**src/sv/tdp_pkg.sv**
```systemverilog
// -----------------------------------------------------------------------------
// Trial division primality test: shared definitions
// Microcode types, step and condition codes, and result constants.
// -----------------------------------------------------------------------------
package tdp_pkg;

   localparam int DEFAULT_NUMBER_WIDTH = 32;
   localparam int COUNT_WIDTH          = 10;
   localparam logic [COUNT_WIDTH-1:0] COUNT_MAX = 10'd1023;
   localparam int FIRST_DIVISOR        = 2;

   typedef logic [2:0] op_type;
   typedef logic [2:0] cond_type;
   typedef logic [2:0] step_type;

   // datapath operations
   localparam op_type OP_NOP      = 3'd0;
   localparam op_type OP_LOAD     = 3'd1;
   localparam op_type OP_DIV_INIT = 3'd2;
   localparam op_type OP_DIV_STEP = 3'd3;
   localparam op_type OP_COUNT    = 3'd4;
   localparam op_type OP_ADVANCE  = 3'd5;
   localparam op_type OP_REPORT   = 3'd6;

   // jump conditions
   localparam cond_type CND_NEXT      = 3'd0;
   localparam cond_type CND_ALWAYS    = 3'd1;
   localparam cond_type CND_NOT_START = 3'd2;
   localparam cond_type CND_SQ_GT_N   = 3'd3;
   localparam cond_type CND_BITS_LEFT = 3'd4;
   localparam cond_type CND_NOT_SAT   = 3'd5;

   // program steps
   localparam step_type STEP_IDLE     = 3'd0;
   localparam step_type STEP_TEST     = 3'd1;
   localparam step_type STEP_DIV_INIT = 3'd2;
   localparam step_type STEP_DIV_STEP = 3'd3;
   localparam step_type STEP_COUNT    = 3'd4;
   localparam step_type STEP_ADVANCE  = 3'd5;
   localparam step_type STEP_DONE     = 3'd6;

   typedef struct packed {
      op_type   op;
      cond_type cond;
      step_type target;
   } uword_type;

   typedef struct packed {
      op_type op;
   } ctrl_type;

   typedef struct packed {
      logic sq_gt_n;
      logic bits_left;
      logic count_sat;
   } status_type;

endpackage

```
**src/sv/tdp_sequencer.sv**
```systemverilog
// -----------------------------------------------------------------------------
// Trial division primality test: microcode sequencer
// Step counter, control store and conditional jump logic.
// -----------------------------------------------------------------------------
module tdp_sequencer (
   input  logic                 clock,
   input  logic                 reset,
   input  logic                 start,
   input  tdp_pkg::status_type  status,
   output tdp_pkg::ctrl_type    ctrl,
   output logic                 busy
);

   tdp_pkg::step_type  pc_ff;
   tdp_pkg::step_type  pc_in;
   tdp_pkg::uword_type word;
   logic               take;

   function automatic tdp_pkg::uword_type rom_word(input tdp_pkg::step_type pc);
      tdp_pkg::uword_type w;
      unique case (pc)
         tdp_pkg::STEP_IDLE: w = '{tdp_pkg::OP_LOAD, tdp_pkg::CND_NOT_START,
                                   tdp_pkg::STEP_IDLE};
         tdp_pkg::STEP_TEST: w = '{tdp_pkg::OP_NOP, tdp_pkg::CND_SQ_GT_N,
                                   tdp_pkg::STEP_DONE};
         tdp_pkg::STEP_DIV_INIT: w = '{tdp_pkg::OP_DIV_INIT, tdp_pkg::CND_NEXT,
                                       tdp_pkg::STEP_IDLE};
         tdp_pkg::STEP_DIV_STEP: w = '{tdp_pkg::OP_DIV_STEP, tdp_pkg::CND_BITS_LEFT,
                                       tdp_pkg::STEP_DIV_STEP};
         tdp_pkg::STEP_COUNT: w = '{tdp_pkg::OP_COUNT, tdp_pkg::CND_NEXT,
                                    tdp_pkg::STEP_IDLE};
         tdp_pkg::STEP_ADVANCE: w = '{tdp_pkg::OP_ADVANCE, tdp_pkg::CND_NOT_SAT,
                                      tdp_pkg::STEP_TEST};
         tdp_pkg::STEP_DONE: w = '{tdp_pkg::OP_REPORT, tdp_pkg::CND_ALWAYS,
                                   tdp_pkg::STEP_IDLE};
         default: w = '{tdp_pkg::OP_NOP, tdp_pkg::CND_ALWAYS, tdp_pkg::STEP_IDLE};
      endcase
      return w;
   endfunction

   assign word = rom_word(pc_ff);
   assign busy = (pc_ff != tdp_pkg::STEP_IDLE);

   always_comb begin
      unique case (word.cond)
         tdp_pkg::CND_NEXT:      take = 1'b0;
         tdp_pkg::CND_ALWAYS:    take = 1'b1;
         tdp_pkg::CND_NOT_START: take = !start;
         tdp_pkg::CND_SQ_GT_N:   take = status.sq_gt_n;
         tdp_pkg::CND_BITS_LEFT: take = status.bits_left;
         tdp_pkg::CND_NOT_SAT:   take = !status.count_sat;
         default:                take = 1'b1;
      endcase
      pc_in = take ? word.target : pc_ff + 3'd1;
      // load only on a transfer
      if (word.op == tdp_pkg::OP_LOAD && !start) begin
         ctrl.op = tdp_pkg::OP_NOP;
      end else begin
         ctrl.op = word.op;
      end
   end

   always_ff @(posedge clock) begin
      if (reset) begin
         pc_ff <= tdp_pkg::STEP_IDLE;
      end else begin
         pc_ff <= pc_in;
      end
   end

endmodule

```
**src/sv/tdp_datapath.sv**
```systemverilog
// -----------------------------------------------------------------------------
// Trial division primality test: datapath
// Divisor and square tracking, bit-serial remainder, divisor count, result.
// -----------------------------------------------------------------------------
module tdp_datapath #(
   parameter int NUMBER_WIDTH = tdp_pkg::DEFAULT_NUMBER_WIDTH
) (
   input  logic                            clock,
   input  logic                            reset,
   input  tdp_pkg::ctrl_type               ctrl,
   input  logic [NUMBER_WIDTH-1:0]         req_number,
   output tdp_pkg::status_type             status,
   output logic                            rsp_valid,
   output logic                            rsp_is_prime,
   output logic [tdp_pkg::COUNT_WIDTH-1:0] rsp_divisor_count
);

   localparam int W  = NUMBER_WIDTH;
   localparam int DW = (NUMBER_WIDTH + 1) / 2 + 1;
   localparam int SW = NUMBER_WIDTH + 2;
   localparam int BW = $clog2(NUMBER_WIDTH);
   localparam int CW = tdp_pkg::COUNT_WIDTH;

   logic [W-1:0]  n_ff, n_in;
   logic [W-1:0]  q_ff, q_in;
   logic [DW-1:0] rem_ff, rem_in;
   logic [DW-1:0] d_ff, d_in;
   logic [SW-1:0] sq_ff, sq_in;
   logic [BW-1:0] bits_ff, bits_in;
   logic [CW-1:0] count_ff, count_in;
   logic          valid_ff, valid_in;
   logic          prime_ff, prime_in;
   logic [CW-1:0] out_count_ff, out_count_in;

   logic [DW:0]   trial;
   logic [DW:0]   d_ext;

   assign trial = {rem_ff, q_ff[W-1]};
   assign d_ext = {1'b0, d_ff};

   assign status.sq_gt_n   = sq_ff > {2'b00, n_ff};
   assign status.bits_left = (bits_ff != '0);
   assign status.count_sat = (count_ff == tdp_pkg::COUNT_MAX);

   always_comb begin
      n_in         = n_ff;
      q_in         = q_ff;
      rem_in       = rem_ff;
      d_in         = d_ff;
      sq_in        = sq_ff;
      bits_in      = bits_ff;
      count_in     = count_ff;
      valid_in     = 1'b0;
      prime_in     = prime_ff;
      out_count_in = out_count_ff;
      unique case (ctrl.op)
         tdp_pkg::OP_NOP: begin
         end
         tdp_pkg::OP_LOAD: begin
            n_in     = req_number;
            d_in     = DW'(tdp_pkg::FIRST_DIVISOR);
            sq_in    = SW'(tdp_pkg::FIRST_DIVISOR * tdp_pkg::FIRST_DIVISOR);
            count_in = '0;
         end
         tdp_pkg::OP_DIV_INIT: begin
            q_in    = n_ff;
            rem_in  = '0;
            bits_in = BW'(W - 1);
         end
         tdp_pkg::OP_DIV_STEP: begin
            // restoring step: shift in the next dividend bit, subtract if it fits
            if (trial >= d_ext) begin
               rem_in = DW'(trial - d_ext);
            end else begin
               rem_in = trial[DW-1:0];
            end
            q_in    = {q_ff[W-2:0], 1'b0};
            bits_in = bits_ff - BW'(1);
         end
         tdp_pkg::OP_COUNT: begin
            if (rem_ff == '0) begin
               count_in = count_ff + CW'(1);
            end
         end
         tdp_pkg::OP_ADVANCE: begin
            // (d+1)^2 = d^2 + 2d + 1
            sq_in = sq_ff + {{(SW - DW - 1){1'b0}}, d_ff, 1'b1};
            d_in  = d_ff + DW'(1);
         end
         tdp_pkg::OP_REPORT: begin
            valid_in     = 1'b1;
            prime_in     = (n_ff >= W'(tdp_pkg::FIRST_DIVISOR)) && (count_ff == '0);
            out_count_in = count_ff;
         end
         default: begin
         end
      endcase
   end

   always_ff @(posedge clock) begin
      if (reset) begin
         valid_ff <= 1'b0;
      end else begin
         valid_ff <= valid_in;
      end
   end

   always_ff @(posedge clock) begin
      n_ff         <= n_in;
      q_ff         <= q_in;
      rem_ff       <= rem_in;
      d_ff         <= d_in;
      sq_ff        <= sq_in;
      bits_ff      <= bits_in;
      count_ff     <= count_in;
      prime_ff     <= prime_in;
      out_count_ff <= out_count_in;
   end

   assign rsp_valid         = valid_ff;
   assign rsp_is_prime      = prime_ff;
   assign rsp_divisor_count = out_count_ff;

endmodule

```
**src/sv/trial_division_primality.sv**
```systemverilog
// -----------------------------------------------------------------------------
// Trial division primality test
// Tests one unsigned number per command by trying every divisor d >= 2 with
// d*d <= number; reports the divisor count (saturating) and a prime flag.
//
//   channel   ports                                   direction
//   command   start, busy, req_number                 in (busy out)
//   result    rsp_valid, rsp_is_prime,                out, one-cycle strobe
//             rsp_divisor_count
//
// Each divisor tried costs one full pass of the remainder unit, with at most
// floor(sqrt(number)) - 1 divisors tried; the remainder unit takes one
// dividend bit per cycle.
// Reset clears the step counter and the result strobe; no clearing pass.
// The receiver cannot stall: each result is shown for one cycle only.
// -----------------------------------------------------------------------------
module trial_division_primality #(
   parameter int NUMBER_WIDTH = tdp_pkg::DEFAULT_NUMBER_WIDTH
) (
   input  logic                            clock,
   input  logic                            reset,
   input  logic                            start,
   output logic                            busy,
   input  logic [NUMBER_WIDTH-1:0]         req_number,
   output logic                            rsp_valid,
   output logic                            rsp_is_prime,
   output logic [tdp_pkg::COUNT_WIDTH-1:0] rsp_divisor_count
);

   tdp_pkg::ctrl_type   ctrl;
   tdp_pkg::status_type status;

   tdp_sequencer u_seq (
      .clock  (clock),
      .reset  (reset),
      .start  (start),
      .status (status),
      .ctrl   (ctrl),
      .busy   (busy)
   );

   tdp_datapath #(
      .NUMBER_WIDTH (NUMBER_WIDTH)
   ) u_dp (
      .clock             (clock),
      .reset             (reset),
      .ctrl              (ctrl),
      .req_number        (req_number),
      .status            (status),
      .rsp_valid         (rsp_valid),
      .rsp_is_prime      (rsp_is_prime),
      .rsp_divisor_count (rsp_divisor_count)
   );

   a_accept_busy: assert property (@(posedge clock) disable iff (reset)
      (start && !busy) |=> busy)
      else $error("busy did not rise after a command transfer");

   a_result_idle: assert property (@(posedge clock) disable iff (reset)
      rsp_valid |-> !busy)
      else $error("result shown while the sequencer is busy");

   a_single_strobe: assert property (@(posedge clock) disable iff (reset)
      rsp_valid |=> !rsp_valid)
      else $error("result strobe held for more than one cycle");

   a_prime_no_div: assert property (@(posedge clock) disable iff (reset)
      (rsp_valid && rsp_is_prime) |-> (rsp_divisor_count == '0))
      else $error("prime reported with a nonzero divisor count");

endmodule

```
**config.mk**
```make
export PLATFORM = sky130hd
export DESIGN_NAME = trial_division_primality
export DESIGN_NICKNAME = d
export VERILOG_FILES = /design/src/sv/tdp_pkg.sv /design/src/sv/tdp_sequencer.sv /design/src/sv/tdp_datapath.sv /design/src/sv/trial_division_primality.sv
export SDC_FILE = /design/constraint.sdc
export NUM_CORES = 1
export LEC_CHECK = 0
export ABC_AREA = 1
export BUFFER_PORTS_ARGS = -buffer_cell sky130_fd_sc_hd__buf_2
export CORE_MARGIN = 4
export CORE_UTILIZATION = 45
export CTS_BUF_LIST = sky130_fd_sc_hd__clkbuf_8
export DETAILED_ROUTE_END_ITERATION = 10
export GPL_TIMING_DRIVEN = 0
export SLEW_MARGIN = 20
export SYNTH_ARGS = -nofsm -noshare
export SYNTH_HDL_FRONTEND = slang
export SYNTH_HIERARCHICAL = 1
export SYNTH_SLANG_ARGS = --single-unit
```
**constraint.sdc**
```tcl
create_clock -name clock -period 7.8 [get_ports clock]
set_input_delay 0.78 -clock clock [delete_from_list [all_inputs] [get_ports clock]]
set_output_delay 0.78 -clock clock [all_outputs]
set_load 0.02 [all_outputs]
```
==> out/qor.tcl <==
set qor(run_status) {finished clean}
set qor(worst_hold_path.endpoint) {u_dp/rsp_valid$_SDFF_PP0_}
set qor(critical_path.reg2reg.endpoint) {u_dp/sq_ff[2]$_SDFFCE_PN1P_}
set qor(post_synth_instance_area_um2) 10300
set qor(timing.setup.critical_path_class) {reg2reg}
set qor(finalNetCount) 1413
set qor(yosys_most_used_dff) {sky130_fd_sc_hd__edfxtp_1}
set qor(highest_layer_used_for_signal_routing) {met4}
set qor(final_cell_area_um2) 11300
set qor(path_max_fanout) 15
set qor(r2r_start) {u_seq/pc_ff[1]$_SDFF_PP0_}
set qor(detailroute.wirelength.met3_um) 1060
set qor(drcViolationCount) 0
set qor(clkPwrFrac_pct) 13.1
set qor(holdPathStages) 2
set qor(post_drt_via_cell_ratio) 5.23
set qor(slew_headroom_pct) 48.6
set qor(grt_pass1_wl_um) 40500
set qor(vdd_ir_drop_max_uv) 130
set qor(via_count_of_the_first_global_routing_pass) 7877
set qor(total_number_of_clock_tree_sinks) 162
set qor(synth_top_cell_by_area) {sky130_fd_sc_hd__edfxtp_1}
set qor(synth-warning-count) 6
set qor(clkSlewWorstSetupHoldPaths_ns) 0.10
set qor(worstPathRequired_ns) 8.00
set qor(wl_met1_um) 12000
set qor(final-max-slew-violation-count) 0
set qor(placedInstanceArea_um2) 11000
set qor(power.leakage_nw) 4.84
set qor(floorplan.die_area_um2) 25300
set qor(layout-drive-gt1-share_pct) 10.0
set qor(min_path_type) {in2reg}
set qor(place_hpwl_um) 20000
set qor(die_height_um) 159
set qor(synth-edff-count) 158
set qor(routabilityCongestion) 0.955
set qor(synth-seq-cells) 162
set qor(std_cell_rows) 54
set qor(synthesis.nets) 1342
set qor(globalRoute.totalOverflow) 0
set qor(rsz0062_at_grt) {no}
set qor(coreArea_um2) 22100
set qor(seq_power_share_pct) 36.6
set qor(final-hold-violation-count) 0
set qor(power.net_switching_w) 0.00221
set qor(total_via_count_in_the_routed_design) 8347
set qor(upper_clock_frequency_limit_mhz) 297
set qor(yosysSeqAreaShare_pct) 47.1
set qor(async_flop_share_pct) 0
set qor(comb_power_share_pct) 50.3
set qor(startpoint_type) {flop}
set qor(grt_antenna_before_repair) 0
set qor(post_cts.repair.setup_buffers) 0
set qor(syn-instance-count) 1231
set qor(cap_viol_max_count) 0
set qor(fin_crit_ns) 3.37
set qor(grt_start_max_net_pins) 33
set qor(final.setup_skew_ns) 0.0216
set qor(number_of_nets_with_antenna_violations_after_detailed_routing) 0
set qor(die_width_um) 159
set qor(wire_per_inst_um) 15.9
set qor(total_of_buffers_placed_on_input_and_output_ports) 47
set qor(cellPowerDensity_nw_per_um2) 412
set qor(holdBufCountCts) 0
set qor(synth_cell_type_count) 41
set qor(layout.cells.most_common_list) {sky130_fd_sc_hd__nand2_1, sky130_fd_sc_hd__inv_1, sky130_fd_sc_hd__edfxtp_1}
set qor(cts_max_path_buffers) 2
set qor(first_drt_pass_iteration_count) 5
set qor(detail_route.iter0.violations) 579
set qor(timing.final.crit_share_pct) 43.2
set qor(post-synth-top-area-fraction_pct) 46.3
set qor(initial_utilization_pct) 46.4
set qor(reg2reg_slack_ns) 4.43
set qor(synthToLayoutAreaGrowth_pct) 10.6
set qor(ctsRootBufferMaster) {sky130_fd_sc_hd__clkbuf_8}
set qor(number_of_antenna_diodes) 0
set qor(r2r_cells) 13
set qor(routed-wl-met2_um) 11900
set qor(holdCritStartpoint) {reset}
set qor(crit_path_end_kind) {flop}
set qor(final_common_cell) {sky130_fd_sc_hd__nand2_1}
set qor(post_synth.cell_area_avg_um2) 8.33
set qor(worst_skew_pair.late_latency_ns) 0.46
set qor(setup_total_negative_slack_ns) 0
set qor(grtUsageTotal_pct) 20.0
set qor(postRouteWirelength_um) 25400
set qor(tritoncts) {yes}
set qor(power.internal_w) 0.00246
set qor(worst_slew_pin_slew_ns) 0.768
set qor(total_cts_buffers) 17
set qor(top_level_ports) 48
set qor(setup_violations) 0
set qor(cp_data_arrival_time_ns) 3.56
set qor(switching_share_pct) 47.3
set qor(cts.repair.resized) 0
set qor(synthTopCellsByArea) {sky130_fd_sc_hd__edfxtp_1, sky130_fd_sc_hd__nand2_1, sky130_fd_sc_hd__ha_1, sky130_fd_sc_hd__inv_1, sky130_fd_sc_hd__a21oi_1}
set qor(ctsHtreeMaxLevel) 4
-- area by class of cell --
class                   instances  area (µm²)
fillers                      2121       10800
inverters                     176         662
flip-flops and latches        162        4820
repair buffers                 52         330
multi-input cells             873        4670
clock buffers                  17         234
well taps                     280         350
clock inverters                15         149
plain buffers                  20         116
-- cells by family after synthesis --
| logic type | share of synthesized area, % |
|---|---|
| simple gates | 24.5 |
| compound gates | 10.6 |
| buf+inv | 7.59 |
| fa+ha+maj | 9.42 |
| flops | 47.1 |
| xor+xnor | 0.854 |
-- cell usage after synthesis, types with 2 or more instances --
library cell	n
sky130_fd_sc_hd__nand2_1	290
sky130_fd_sc_hd__inv_1	174
sky130_fd_sc_hd__edfxtp_1	158
sky130_fd_sc_hd__nor2_1	138
sky130_fd_sc_hd__a21oi_1	106
sky130_fd_sc_hd__o21ai_0	86
sky130_fd_sc_hd__ha_1	74
sky130_fd_sc_hd__nand3_1	64
sky130_fd_sc_hd__nor3_1	22
sky130_fd_sc_hd__nand4_1	17
sky130_fd_sc_hd__nor4_1	15
sky130_fd_sc_hd__buf_2	9
sky130_fd_sc_hd__nand3_2	7
sky130_fd_sc_hd__xor2_1	7
sky130_fd_sc_hd__nand2_2	6
sky130_fd_sc_hd__clkbuf_1	5
sky130_fd_sc_hd__o21bai_1	5
sky130_fd_sc_hd__or2_2	5
sky130_fd_sc_hd__buf_4	4
sky130_fd_sc_hd__dfxtp_1	4
sky130_fd_sc_hd__nand2_4	4
sky130_fd_sc_hd__o21a_1	3
sky130_fd_sc_hd__xnor2_1	3
sky130_fd_sc_hd__a21boi_1	2
sky130_fd_sc_hd__and2_1	2
sky130_fd_sc_hd__buf_6	2
sky130_fd_sc_hd__fa_1	2
sky130_fd_sc_hd__nand3b_1	2
sky130_fd_sc_hd__nor3b_1	2
sky130_fd_sc_hd__o31ai_1	2
-- per-layer routing --
metal / global-route usage [%] / vias to the layer above
li1: - / 4293
met1: 27.2 / 3858
met2: 33.3 / 169
met3: 3.11 / 27
met4: 5.76 / 0
met5: 0 / -
-- critical path: stages (launching register included) --
cell,delay (ns)
sky130_fd_sc_hd__dfxtp_1,0.36
sky130_fd_sc_hd__inv_1,0.11
sky130_fd_sc_hd__ha_1,0.23
sky130_fd_sc_hd__o31ai_1,0.09
sky130_fd_sc_hd__inv_1,0.19
sky130_fd_sc_hd__nor3_1,0.08
sky130_fd_sc_hd__a21oi_1,0.32
sky130_fd_sc_hd__inv_1,0.13
sky130_fd_sc_hd__nor2_4,0.43
sky130_fd_sc_hd__nand2_1,0.38
sky130_fd_sc_hd__inv_1,0.15
sky130_fd_sc_hd__buf_4,0.19
sky130_fd_sc_hd__buf_2,0.30
sky130_fd_sc_hd__o21ai_0,0.13
-- registers in the layout, indices dropped and copies added (netlist names) --
register and count:
u_dp/sq_ff 34, u_dp/n_ff 32, u_dp/q_ff 32, u_dp/d_ff 17, u_dp/rem_ff 17, u_dp/count_ff 10, u_dp/rsp_divisor_count 10, u_dp/bits_ff 5
u_seq/pc_ff 3, u_dp/rsp_is_prime 1, u_dp/rsp_valid 1
-- worst max path at each step --
stage	from	end	slack, ns	cells past startpoint
4_1_cts	u_seq/pc_ff[1]$_SDFF_PP0_	u_dp/sq_ff[2]$_SDFFCE_PN1P_	4.37	13
5_1_grt	u_seq/pc_ff[1]$_SDFF_PP0_	u_dp/sq_ff[14]$_SDFFCE_PN0P_	4.06	13
3_3_place_gp	u_seq/pc_ff[0]$_SDFF_PP0_	u_dp/sq_ff[2]$_SDFFCE_PN1P_	0.42	12
6_report	u_seq/pc_ff[1]$_SDFF_PP0_	u_dp/sq_ff[2]$_SDFFCE_PN1P_	4.43	13
2_1_floorplan	u_seq/pc_ff[0]$_SDFF_PP0_	u_dp/n_ff[0]$_DFFE_PP_	3.03	9
3_5_place_dp	u_seq/pc_ff[1]$_SDFF_PP0_	u_dp/sq_ff[2]$_SDFFCE_PN1P_	4.42	13
-- power groups by stage --
stage / Combinational (W) / Clock, W / Sequential [W]
finish: 0.00235 / 0.000610 / 0.00171
global route: 0.00269 / 0.000671 / 0.00175
CTS: 0.00235 / 0.000634 / 0.00171
detailed placement: 0.00234 / 0 / 0.00173
global placement: 0.00222 / 0 / 0.00176
floorplan: 0.00170 / 0 / 0.00163
-- through the flow --
stage	util (%)	worst slack, ns	power, W	hold WS, ns	instances
6_report	51.3	4.43	0.00467	0.485	1595
5_1_grt	51.3	4.06	0.00510	0.448	1595
2_1_floorplan	-	3.03	0.00333	0.450	1231
4_1_cts	51.3	4.37	0.00469	0.457	1595
3_5_place_dp	49.6	4.42	0.00406	0.478	1563
3_3_place_gp	49.1	0.422	0.00398	0.472	1558
Power figures use the tool's default switching activity.
